## config.mk

```make
export PLATFORM = sky130hd
export DESIGN_NAME = allpass_halfband_resampler_by2_top
export DESIGN_NICKNAME = d
export VERILOG_FILES = /design/src/rtl/ahbr_pkg.sv /design/src/rtl/ahbr_ram.sv /design/src/rtl/ahbr_seq.sv /design/src/rtl/ahbr_dp.sv /design/src/rtl/allpass_halfband_resampler_by2_top.sv
export SDC_FILE = /design/constraint.sdc
export NUM_CORES = 2
export LEC_CHECK = 0
export ABC_CLOCK_PERIOD_IN_PS = 14860
export BUFFER_PORTS_ARGS = -buffer_cell sky130_fd_sc_hd__buf_2
export CAP_MARGIN = 25
export CELL_PAD_IN_SITES_DETAIL_PLACEMENT = 1
export CELL_PAD_IN_SITES_GLOBAL_PLACEMENT = 1
export CORE_UTILIZATION = 57
export CTS_CLUSTER_DIAMETER = 150
export DETAILED_ROUTE_END_ITERATION = 8
export PLACE_DENSITY_LB_ADDON = 0.1
export REMOVE_ABC_BUFFERS = 1
export SLEW_MARGIN = 5
export SYNTH_ARGS = -nofsm -noshare
export SYNTH_HDL_FRONTEND = slang
export SYNTH_HIERARCHICAL = 1
export SYNTH_SLANG_ARGS = --single-unit
export TNS_END_PERCENT = 50
```

## constraint.sdc

```tcl
create_clock -name aclk -period 14.86 [get_ports aclk]
set_input_delay 1.486 -clock aclk [delete_from_list [all_inputs] [get_ports aclk]]
set_output_delay 1.486 -clock aclk [all_outputs]
set_load 0.005 [all_outputs]
```

## src/rtl/ahbr_pkg.sv

```systemverilog
// ----------------------------------------------------------------------------
// ahbr_pkg
// Shared types, constants, microcode table and helpers of the allpass
// half-band resampler.
// ----------------------------------------------------------------------------
package ahbr_pkg;

    localparam int SAMPLE_W  = 16;
    localparam int WORD_W    = 32;
    localparam int COEF_W    = 16;
    localparam int PROD_W    = WORD_W + COEF_W + 1;
    localparam int RAM_DEPTH = 8;
    localparam int RAM_AW    = $clog2(RAM_DEPTH);
    localparam int PC_W      = 4;
    localparam int SCALE_SH  = 10;

    typedef enum logic [1:0] {
        OP_NEXT,
        OP_POST,
        OP_EMIT_DN
    } uop_t;

    typedef struct packed {
        logic       rd_en;
        logic       rd_lower;
        logic [1:0] rd_addr;
        logic       ld_d;
        logic       mul;
        logic       wr_in;
        logic       acc;
        logic       wr_res;
        logic [1:0] wr_addr;
        logic [1:0] sec;
        uop_t       op;
        logic [PC_W-1:0] target;
    } ucode_t;

    typedef struct packed {
        logic   start;
        logic   hold;
        logic   jump;
        logic   done;
    } seq_ctl_t;

    typedef struct packed {
        logic   start;
        logic   reload;
        logic   bank;
        ucode_t uw;
    } dp_ctl_t;

    localparam logic [PC_W-1:0] PC_CHAIN = 4'd0;

    // one section takes three steps; the read for the next section overlaps
    function automatic ucode_t ucode_rom(input logic [PC_W-1:0] pc);
        ucode_t w;
        w = '0;
        case (pc)
            4'd0: begin
                w.rd_en = 1'b1; w.rd_addr = 2'd1;
            end
            4'd1: begin
                w.ld_d = 1'b1; w.rd_en = 1'b1; w.rd_addr = 2'd0;
            end
            4'd2: begin
                w.mul = 1'b1; w.sec = 2'd0; w.wr_in = 1'b1; w.wr_addr = 2'd0;
            end
            4'd3: begin
                w.acc = 1'b1; w.rd_en = 1'b1; w.rd_addr = 2'd2;
            end
            4'd4: begin
                w.ld_d = 1'b1; w.rd_en = 1'b1; w.rd_addr = 2'd1;
            end
            4'd5: begin
                w.mul = 1'b1; w.sec = 2'd1; w.wr_in = 1'b1; w.wr_addr = 2'd1;
            end
            4'd6: begin
                w.acc = 1'b1; w.rd_en = 1'b1; w.rd_addr = 2'd3;
            end
            4'd7: begin
                w.ld_d = 1'b1; w.rd_en = 1'b1; w.rd_addr = 2'd2;
            end
            4'd8: begin
                w.mul = 1'b1; w.sec = 2'd2; w.wr_in = 1'b1; w.wr_addr = 2'd2;
            end
            4'd9: begin
                w.acc = 1'b1; w.wr_res = 1'b1; w.wr_addr = 2'd3;
            end
            4'd10: begin
                // fetch lower chain output word for the decimated sum
                w.op = OP_POST; w.target = PC_CHAIN;
                w.rd_en = 1'b1; w.rd_lower = 1'b1; w.rd_addr = 2'd3;
            end
            4'd11: begin
                w.op = OP_EMIT_DN;
            end
            default: begin
                w = '0;
            end
        endcase
        return w;
    endfunction

    // set_b selects the 12199/37471/60255 set
    function automatic logic [COEF_W-1:0] coef_sel(input logic set_b, input logic [1:0] sec);
        logic [COEF_W-1:0] c;
        case ({set_b, sec})
            3'b000:  c = 16'd3284;
            3'b001:  c = 16'd24441;
            3'b010:  c = 16'd49528;
            3'b100:  c = 16'd12199;
            3'b101:  c = 16'd37471;
            3'b110:  c = 16'd60255;
            default: c = '0;
        endcase
        return c;
    endfunction

    function automatic logic signed [SAMPLE_W-1:0] sat16(input logic signed [22:0] v);
        logic signed [SAMPLE_W-1:0] r;
        if (v > 23'sd32767) begin
            r = 16'sh7fff;
        end else if (v < -23'sd32768) begin
            r = 16'sh8000;
        end else begin
            r = v[SAMPLE_W-1:0];
        end
        return r;
    endfunction

endpackage

```

## src/rtl/ahbr_ram.sv

```systemverilog
// ----------------------------------------------------------------------------
// ahbr_ram
// Generic single-write, single-read RAM with registered read data.
// ----------------------------------------------------------------------------
module ahbr_ram #(
    parameter int WIDTH = 32,
    parameter int DEPTH = 8
) (
    input  logic                     aclk,
    input  logic                     we,
    input  logic [$clog2(DEPTH)-1:0] waddr,
    input  logic [WIDTH-1:0]         wdata,
    input  logic                     re,
    input  logic [$clog2(DEPTH)-1:0] raddr,
    output logic [WIDTH-1:0]         rdata
);

    logic [WIDTH-1:0] mem [DEPTH];
    logic [WIDTH-1:0] rdata_reg;

    always_ff @(posedge aclk) begin
        if (we) begin
            mem[waddr] <= wdata;
        end
        if (re) begin
            rdata_reg <= mem[raddr];
        end
    end

    assign rdata = rdata_reg;

endmodule

```

## src/rtl/ahbr_seq.sv

```systemverilog
// ----------------------------------------------------------------------------
// ahbr_seq
// Step counter and microcode table; advances, jumps, holds or finishes per step.
// ----------------------------------------------------------------------------
module ahbr_seq (
    input  logic              aclk,
    input  logic              aresetn,
    input  ahbr_pkg::seq_ctl_t ctl,
    output ahbr_pkg::ucode_t  uw,
    output logic              busy
);
    import ahbr_pkg::*;

    logic [PC_W-1:0] pc_reg, pc_next;
    logic            busy_reg, busy_next;

    always_comb begin
        pc_next   = pc_reg;
        busy_next = busy_reg;
        if (ctl.start) begin
            pc_next   = PC_CHAIN;
            busy_next = 1'b1;
        end else if (busy_reg && !ctl.hold) begin
            if (ctl.done) begin
                busy_next = 1'b0;
            end else if (ctl.jump) begin
                pc_next = uw.target;
            end else begin
                pc_next = pc_reg + 1'b1;
            end
        end
    end

    always_ff @(posedge aclk) begin
        if (!aresetn) begin
            pc_reg   <= PC_CHAIN;
            busy_reg <= 1'b0;
        end else begin
            pc_reg   <= pc_next;
            busy_reg <= busy_next;
        end
    end

    assign uw   = ucode_rom(pc_reg);
    assign busy = busy_reg;

endmodule

```

## src/rtl/ahbr_dp.sv

```systemverilog
// ----------------------------------------------------------------------------
// ahbr_dp
// Filter datapath: state RAM, one shared multiplier, accumulator and
// output rounding.
// ----------------------------------------------------------------------------
module ahbr_dp (
    input  logic                                  aclk,
    input  logic                                  aresetn,
    input  logic                                  mode,
    input  ahbr_pkg::dp_ctl_t                     ctl,
    input  logic signed [ahbr_pkg::SAMPLE_W-1:0]  sample,
    output logic signed [ahbr_pkg::SAMPLE_W-1:0]  up_val,
    output logic signed [ahbr_pkg::SAMPLE_W-1:0]  dn_val
);
    import ahbr_pkg::*;

    logic [WORD_W-1:0]        x_reg, in_reg, d_reg, c_reg;
    logic signed [PROD_W-1:0] prod_reg;
    logic [RAM_DEPTH-1:0]     valid_reg;
    logic                     rd_ok_reg;

    logic [RAM_AW-1:0]        rd_idx, wr_idx;
    logic [WORD_W-1:0]        ram_q, rd_word, acc_sum, wdata, scaled;
    logic [COEF_W-1:0]        coef;
    logic                     we;
    logic signed [WORD_W:0]   up_sum;
    logic signed [WORD_W+1:0] dn_sum;

    assign scaled  = {{(WORD_W-SAMPLE_W-SCALE_SH){sample[SAMPLE_W-1]}}, sample,
                      {SCALE_SH{1'b0}}};
    assign rd_idx  = {(ctl.uw.rd_lower ? 1'b0 : ctl.bank), ctl.uw.rd_addr};
    assign wr_idx  = {ctl.bank, ctl.uw.wr_addr};
    assign we      = ctl.uw.wr_in | ctl.uw.wr_res;
    assign acc_sum = c_reg + prod_reg[WORD_W+COEF_W-1:COEF_W];
    assign wdata   = ctl.uw.wr_res ? acc_sum : in_reg;
    // words never written read as cleared
    assign rd_word = rd_ok_reg ? ram_q : '0;
    // upper chain in interpolation and lower chain in decimation use set b
    assign coef    = coef_sel(ctl.bank ^ mode, ctl.uw.sec);

    ahbr_ram #(
        .WIDTH (WORD_W),
        .DEPTH (RAM_DEPTH)
    ) u_ram (
        .aclk  (aclk),
        .we    (we),
        .waddr (wr_idx),
        .wdata (wdata),
        .re    (ctl.uw.rd_en),
        .raddr (rd_idx),
        .rdata (ram_q)
    );

    always_ff @(posedge aclk) begin
        if (!aresetn) begin
            valid_reg <= '0;
        end else if (we) begin
            valid_reg[wr_idx] <= 1'b1;
        end
    end

    always_ff @(posedge aclk) begin
        if (ctl.uw.rd_en) begin
            rd_ok_reg <= valid_reg[rd_idx];
        end
        if (ctl.start) begin
            x_reg  <= scaled;
            in_reg <= scaled;
        end else if (ctl.reload) begin
            in_reg <= x_reg;
        end else if (ctl.uw.acc) begin
            in_reg <= acc_sum;
        end
        if (ctl.uw.ld_d) begin
            d_reg <= in_reg - rd_word;
        end
        if (ctl.uw.mul) begin
            prod_reg <= $signed(d_reg) * $signed({1'b0, coef});
            c_reg    <= rd_word;
        end
    end

    assign up_sum = $signed({in_reg[WORD_W-1], in_reg}) + 33'sd512;
    assign dn_sum = $signed({{2{rd_word[WORD_W-1]}}, rd_word})
                  + $signed({{2{in_reg[WORD_W-1]}}, in_reg}) + 34'sd1024;
    assign up_val = sat16(up_sum[WORD_W:10]);
    assign dn_val = sat16(dn_sum[WORD_W+1:11]);

endmodule

```

## src/rtl/allpass_halfband_resampler_by2_top.sv

```systemverilog
// ----------------------------------------------------------------------------
// allpass_halfband_resampler_by2_top
// Polyphase allpass half-band resampler by two for 16-bit audio.
// ----------------------------------------------------------------------------
// Input samples arrive on the s_ stream, tlast marking the end of a caller's
// buffer; results leave on the m_ stream, tlast set on the final result of
// an input. cfg_wr_en/cfg_wr_data select interpolation (0) or decimation (1)
// and restart the decimation pairing; write it only while idle.
// One input is worked on at a time by a microcoded sequencer driving a single
// multiplier and one RAM read port, three steps per allpass section.
// Interpolate: two results per input, the first from the lower chain and the second
// from the upper chain. Decimate: one result per pair of samples, produced after
// the second sample of the pair. A lone trailing sample flagged by tlast is taken
// and dropped.
// A result waits in the output register while the next input is taken; if
// the receiver stalls, the sequencer holds at the next result step.
// Reset clears the filter words, mode and pairing phase.
// ----------------------------------------------------------------------------
module allpass_halfband_resampler_by2_top (
    input  logic        aclk,
    input  logic        aresetn,
    input  logic        cfg_wr_en,
    input  logic        cfg_wr_data,    // mode
    input  logic        s_tvalid,
    output logic        s_tready,
    input  logic [15:0] s_tdata,        // [15:0] sample
    input  logic        s_tlast,        // block_end
    output logic        m_tvalid,
    input  logic        m_tready,
    output logic [15:0] m_tdata,        // [15:0] out_sample
    output logic        m_tlast         // last
);
    import ahbr_pkg::*;

    logic mode_reg, phase_reg, bank_reg;
    logic out_valid_reg;
    logic [SAMPLE_W-1:0] out_sample_reg;
    logic out_last_reg;

    ucode_t   uw_raw, uw_run;
    seq_ctl_t sctl;
    dp_ctl_t  dctl;
    logic     busy, accept, drop, start, need_out, stall, run, emit;
    logic     is_post, is_emit_dn;
    logic signed [SAMPLE_W-1:0] up_val, dn_val;

    assign s_tready   = !busy;
    assign accept     = s_tvalid && s_tready;
    // odd sample at the end of a buffer in decimation
    assign drop       = mode_reg && !phase_reg && s_tlast;
    assign start      = accept && !drop;
    assign is_post    = (uw_raw.op == OP_POST);
    assign is_emit_dn = (uw_raw.op == OP_EMIT_DN);
    assign need_out   = (is_post && !mode_reg) || is_emit_dn;
    assign stall      = busy && need_out && out_valid_reg && !m_tready;
    assign run        = busy && !stall;
    assign emit       = run && need_out;
    assign uw_run     = run ? uw_raw : '0;

    always_comb begin
        sctl.start = start;
        sctl.hold  = stall;
        sctl.jump  = is_post && !mode_reg && !bank_reg;
        sctl.done  = is_emit_dn || (is_post && (mode_reg ? !bank_reg : bank_reg));
    end

    always_comb begin
        dctl.start  = start;
        dctl.reload = run && is_post && !mode_reg && !bank_reg;
        dctl.bank   = bank_reg;
        dctl.uw     = uw_run;
    end

    ahbr_seq u_seq (
        .aclk    (aclk),
        .aresetn (aresetn),
        .ctl     (sctl),
        .uw      (uw_raw),
        .busy    (busy)
    );

    ahbr_dp u_dp (
        .aclk    (aclk),
        .aresetn (aresetn),
        .mode    (mode_reg),
        .ctl     (dctl),
        .sample  (s_tdata),
        .up_val  (up_val),
        .dn_val  (dn_val)
    );

    always_ff @(posedge aclk) begin
        if (!aresetn) begin
            mode_reg      <= 1'b0;
            phase_reg     <= 1'b0;
            bank_reg      <= 1'b0;
            out_valid_reg <= 1'b0;
        end else begin
            if (cfg_wr_en) begin
                mode_reg  <= cfg_wr_data;
                phase_reg <= 1'b0;
            end else if (run && is_post && mode_reg && !bank_reg) begin
                phase_reg <= 1'b1;
            end else if (run && is_emit_dn) begin
                phase_reg <= 1'b0;
            end
            if (start) begin
                bank_reg <= mode_reg && phase_reg;
            end else if (dctl.reload) begin
                bank_reg <= 1'b1;
            end
            if (emit) begin
                out_valid_reg <= 1'b1;
            end else if (m_tready) begin
                out_valid_reg <= 1'b0;
            end
        end
    end

    always_ff @(posedge aclk) begin
        if (emit) begin
            out_sample_reg <= is_emit_dn ? dn_val : up_val;
            out_last_reg   <= is_emit_dn || bank_reg;
        end
    end

    assign m_tvalid = out_valid_reg;
    assign m_tdata  = out_sample_reg;
    assign m_tlast  = out_last_reg;

    // a waiting result is never overwritten
    a_no_overwrite: assert property (@(posedge aclk) disable iff (!aresetn)
        emit |-> !(out_valid_reg && !m_tready))
        else $error("result register overwritten");

    // decimation yields a result only on the second sample of a pair
    a_dn_phase: assert property (@(posedge aclk) disable iff (!aresetn)
        (emit && mode_reg) |-> (phase_reg && bank_reg))
        else $error("decimated result out of phase");

    // an interpolated pair ends the item once the upper result is loaded for output
    a_up_done: assert property (@(posedge aclk) disable iff (!aresetn)
        (run && is_post && !mode_reg && bank_reg) |=> (!busy && m_tvalid && m_tlast))
        else $error("interpolation did not finish after upper result");

    // a started item keeps the sequencer busy
    a_start_busy: assert property (@(posedge aclk) disable iff (!aresetn)
        start |=> (busy && !s_tready))
        else $error("sequencer not busy after start");

endmodule
```

Word level (Yosys, flattened, before mapping)
Memory sizes are Yosys's and may differ from the RTL's. A register that Yosys moved wholly into a read port is not among the register bits.
Index checks and enable logic that the tools add are counted.

storage, ports and cells
  register bits = 195
  RAM bits = 256
  bits of input ports = 23
  output and inout bits = 19
  memories = 1

memories
  name            depth  bits a word  rd ports  clocked after memory_dff  write ports  line            RTL
  u_dp.u_ram.mem  8      32           1         1                         1            ahbr_ram.sv:18  logic [WIDTH-1:0] mem [DEPTH];

cells by class
  add/subtract/negate cells = 6
  multipliers = 1
  $lt $le $gt $ge = 7
  equal/unequal tests = 18
  mux-type cells = 40
  bitwise gates (word level) = 5
  reduce and logical (&&, ||, !) cells = 50

operator list
  operator                                                                            number
  32-bit two-way mux                                                                  5
  16-bit one-hot mux with 6 select lines                                              1
  16-bit two-way mux                                                                  5
  32-bit by 17-bit multiplier with 48-bit output                                      1
  23-bit by 16-bit greater-than comparator with 1-bit output (second input constant)  2
  23-bit by 16-bit < comparator with 1-bit output (second input constant)             2
  34-bit by 12-bit adder with 34-bit output (second input constant)                   1
  32-bit by 11-bit adder with 33-bit output (second input constant)                   1
  32-bit by 32-bit adder with 33-bit output                                           1
  32-bit adder                                                                        1
  32-bit subtractor                                                                   1
  1-bit logical AND                                                                   20
  1-bit two-way mux                                                                   20
  19-bit two-way mux                                                                  1
  4-bit by 3-bit == test with 1-bit output (second input constant)                    4
  4-bit == test (second input constant)                                               4
  2-bit one-hot mux with 3 select lines                                               2
  2-bit nonzero test                                                                  6
  2-bit OR reduction                                                                  5
  3-bit == test (second input constant)                                               3
  3-bit OR reduction                                                                  3
  4-bit by 2-bit == test with 1-bit output (second input constant)                    2
  3-bit by 4-bit < comparator with 1-bit output (second input constant)               2
  8-bit bitwise OR                                                                    1
  22 further kinds                                                                    33

Longest topological paths before layout
  depth in word-level cells = 16
  gate-level depth with buffers = 36
  gate-level depth less buffers = 33

Cells and area by module
The synthesis kept the hierarchy.

modules (own cells, without submodules)
  module                              instances  cells each  area an instance (sq um)
  ahbr_dp                             1          3093        28446.0
  ahbr_ram                            1          415         10786.6
  allpass_halfband_resampler_by2_top  1          92          1153.6
  ahbr_seq                            1          69          515.5

Least setup slack after synthesis
Ideal clock, no wire load.

  path type = input port to flip-flop
  start point = input m_tready
  end point = register u_dp.prod_reg[47], data pin
  setup time = 0.261 ns
  arrival = 8.904 ns
  setup slack = 5.695 ns
  stages = 30
  buffers on the path = 2
  cell sequence = nand2b_1 -> a21oi_4 -> nor3b_1 -> ha_1 -> clkbuf_1 -> nor3_1 -> a211oi_1 -> clkbuf_1 -> and2_1 -> fa_1 -> inv_1 -> fa_1 -> fa_1 -> inv_1 -> fa_1 -> fa_1 -> inv_1 -> fa_1 -> inv_1 -> ha_1 -> nand4_1 -> o21ai_0 -> o21ai_0 -> a41oi_1 -> o211ai_1 -> a211oi_1 -> nor2_1 -> a31oi_1 -> nor4_1 -> a311o_1

RTL lines
  item                  line                                      RTL
  start, declared       allpass_halfband_resampler_by2_top.sv:29  input logic m_tready,
  end signal, assigned  ahbr_dp.sv:78                             prod_reg <= $signed(d_reg) * $signed({1'b0, coef});
  end, declared         ahbr_dp.sv:18                             logic signed [PROD_W-1:0] prod_reg;

==> flow_summary.json <==
{
  "ant_nets": 0,
  "cpMaxStageDelayCell": "nor3b_1",
  "hold_class": "reg2reg",
  "final_nets": 4416,
  "crit_top_cell": "fa_1",
  "min_to": "u_dp/valid_reg[6]",
  "cts_tree": "built",
  "power_per_cell_area_nw_per_um2": 199,
  "ir_drop_mv": 0.229,
  "cts_sinks": 467,
  "rrSetupSlack_ns": 3.37,
  "dr.pass1.iters": 5,
  "skew_ns": 0.0459,
  "coreArea_um2": 70400,
  "r2r_cells": 34,
  "holdWs_ns": 0.464,
  "setup_violations": 0,
  "dp.cells": 4548,
  "p_int_mw": 4.55,
  "min_path_cells": 1,
  "cts_setup_buffers": 0,
  "swShare_pct": 47.7,
  "finalPower_mw": 8.70,
  "cp-start-kind": "flop",
  "pin_count": 42,
  "cp-end-kind": "flop",
  "switching_power_mw": 4.15,
  "insertion_delay_ns": 0.61,
  "drive_above_1_share_pct": 8.74,
  "required_ns": 15.18,
  "cts_root_buf": "clkbuf_16",
  "synthesis.area_um2": 40800,
  "area_growth_pct": 7.09,
  "relSlewSlack_pct": 22.5,
  "fmax_mhz": 87.0,
  "ys_warn_count": 6,
  "outcome": "completed",
  "hold_violations": 0,
  "filler_cell_count": 7183,
  "cp-startpoint": "u_seq/pc_reg[3]",
  "port_buffers": 41,
  "ctsResizeCount": 0,
  "multi_input_area_um2": 24100,
  "pwr-share-comb_pct": 65.6,
  "via_per_inst": 5.98,
  "period_share_pct": 77.3,
  "vias": 27700,
  "grt_use_total_pct": 34.2,
  "finalNonFillerCells": 4637,
  "clk_path_buf_depth": 3,
  "clockPowerShare_pct": 14.1,
  "avgRoutedWirePerCell_um": 26.0,
  "critPathMaxStageDelay_ns": 0.94,
  "grt_max_degree": 66,
  "dp_hpwl_mm": 90.9,
  "hp-start": "u_dp/valid_reg[6]",
  "die_w_um": 270,
  "rsz0062_at_grt": "no",
  "overflow": 0,
  "cp_max_fo": 39,
  "seq_power_share_pct": 20.3,
  "die_area_um2": 72700,
  "design_area_um2": 43700,
  "drt_iter0_drc": 2012,
  "start_util_pct": 58.0,
  "first_global_vias": 31400,
  "fin_ws_ns": 3.37,
  "avgSynthCellArea_um2": 11.2,
  "place_congestion": 0.999,
  "row_count": 97,
  "slew_viol_final": 0,
  "place_area_um2": 42100,
  "dieHeight_um": 270,
  "htree_num_levels": 2,
  "regMostFlops": "u_dp/u_ram/mem",
  "fin_util_pct": 62.1,
  "routed_wl_mm": 121,
  "power_leakage_nw": 19.2,
  "clk_pin_slew_ns": 0.07,
  "drv_cap": 0,
  "crit_buf_inv": 8,
  "hold_buffers": 0,
  "largest_reg_flops": 256,
  "crit_family": "adder cells",
  "syn-instance-count": 3658,
  "cts_inserted_buffers": 45,
  "dp_slack_ns": 3.37,
  "grt_antenna_before_repair": 4,
  "critPathKind": "reg2reg",
  "worstReg2RegEnd": "u_dp/prod_reg[47]",
  "r2r-start": "u_seq/pc_reg[3]",
  "seqCellArea_um2": 13800,
  "drc": 0,
  "antenna_cells": 0,
  "worst_slew_pin_slew_ns": 1.14,
  "arrival_ns": 11.81,
  "tns_ns": 0,
  "fin_crit_ns": 11.49,
  "cp_num_cells": 34,
  "grt_pass1_wl_mm": 188
}
[cells in the final DEF, fill, tap and decap left out, drive strengths merged, types with 9 or more instances in the layout]
cell type	count
a211oi	25
a21o	56
a21oi	135
and2	157
and3	18
buf	82
clkbuf	58
clkinv	15
dfxtp	27
edfxtp	440
fa	483
ha	249
inv	688
mux2	70
mux2i	23
mux4	66
nand2	393
nand2b	28
nand3	32
nand4	14
nor2	111
nor2b	56
nor3	40
nor3b	19
o211ai	11
o21a	22
o21ai	105
o21bai	26
o31ai	9
or3	15
xnor2	86
xor2	31
[power groups by stage]
stage | logic, mW | registers, mW | clock network, mW
final | 5.71 | 1.77 | 1.23
after global routing | 6.31 | 1.77 | 1.28
after CTS | 5.68 | 1.76 | 1.24
after detailed placement | 5.57 | 1.79 | 0
after global placement | 5.31 | 1.79 | 0
after floorplan | 3.69 | 1.77 | 0
[per-layer routing]
| metal | track usage, % | up-vias | routed length (um) |
|---|---|---|---|
| met1 | 43.7 | 14300 | 47200 |
| met3 | 4.70 | 291 | 7510 |
| li1 | - | 12000 | - |
| met4 | 15.3 | 4 | 5950 |
| met5 | 0 | - | 26 |
| met2 | 58.4 | 1058 | 59900 |
[layout make-up]
class                   count  area share [%]
flip-flops and latches    467            31.5
well taps                 940            2.69
inverters                 684            5.87
clock inverters            30           0.879
clock buffers              53            2.76
repair buffers             87            1.30
multi-input cells        2376            55.0
[worst max-delay path by stage]
stage,endpoint,slack (ns)
after floorplan,u_dp/prod_reg[47],4.49
after global placement,u_dp/prod_reg[47],3.93
after detailed placement,u_dp/prod_reg[47],3.37
after CTS,u_dp/prod_reg[47],3.33
after global routing,u_dp/prod_reg[47],2.90
final,u_dp/prod_reg[47],3.37
No activity file was read; power rests on OpenSTA's default activity.
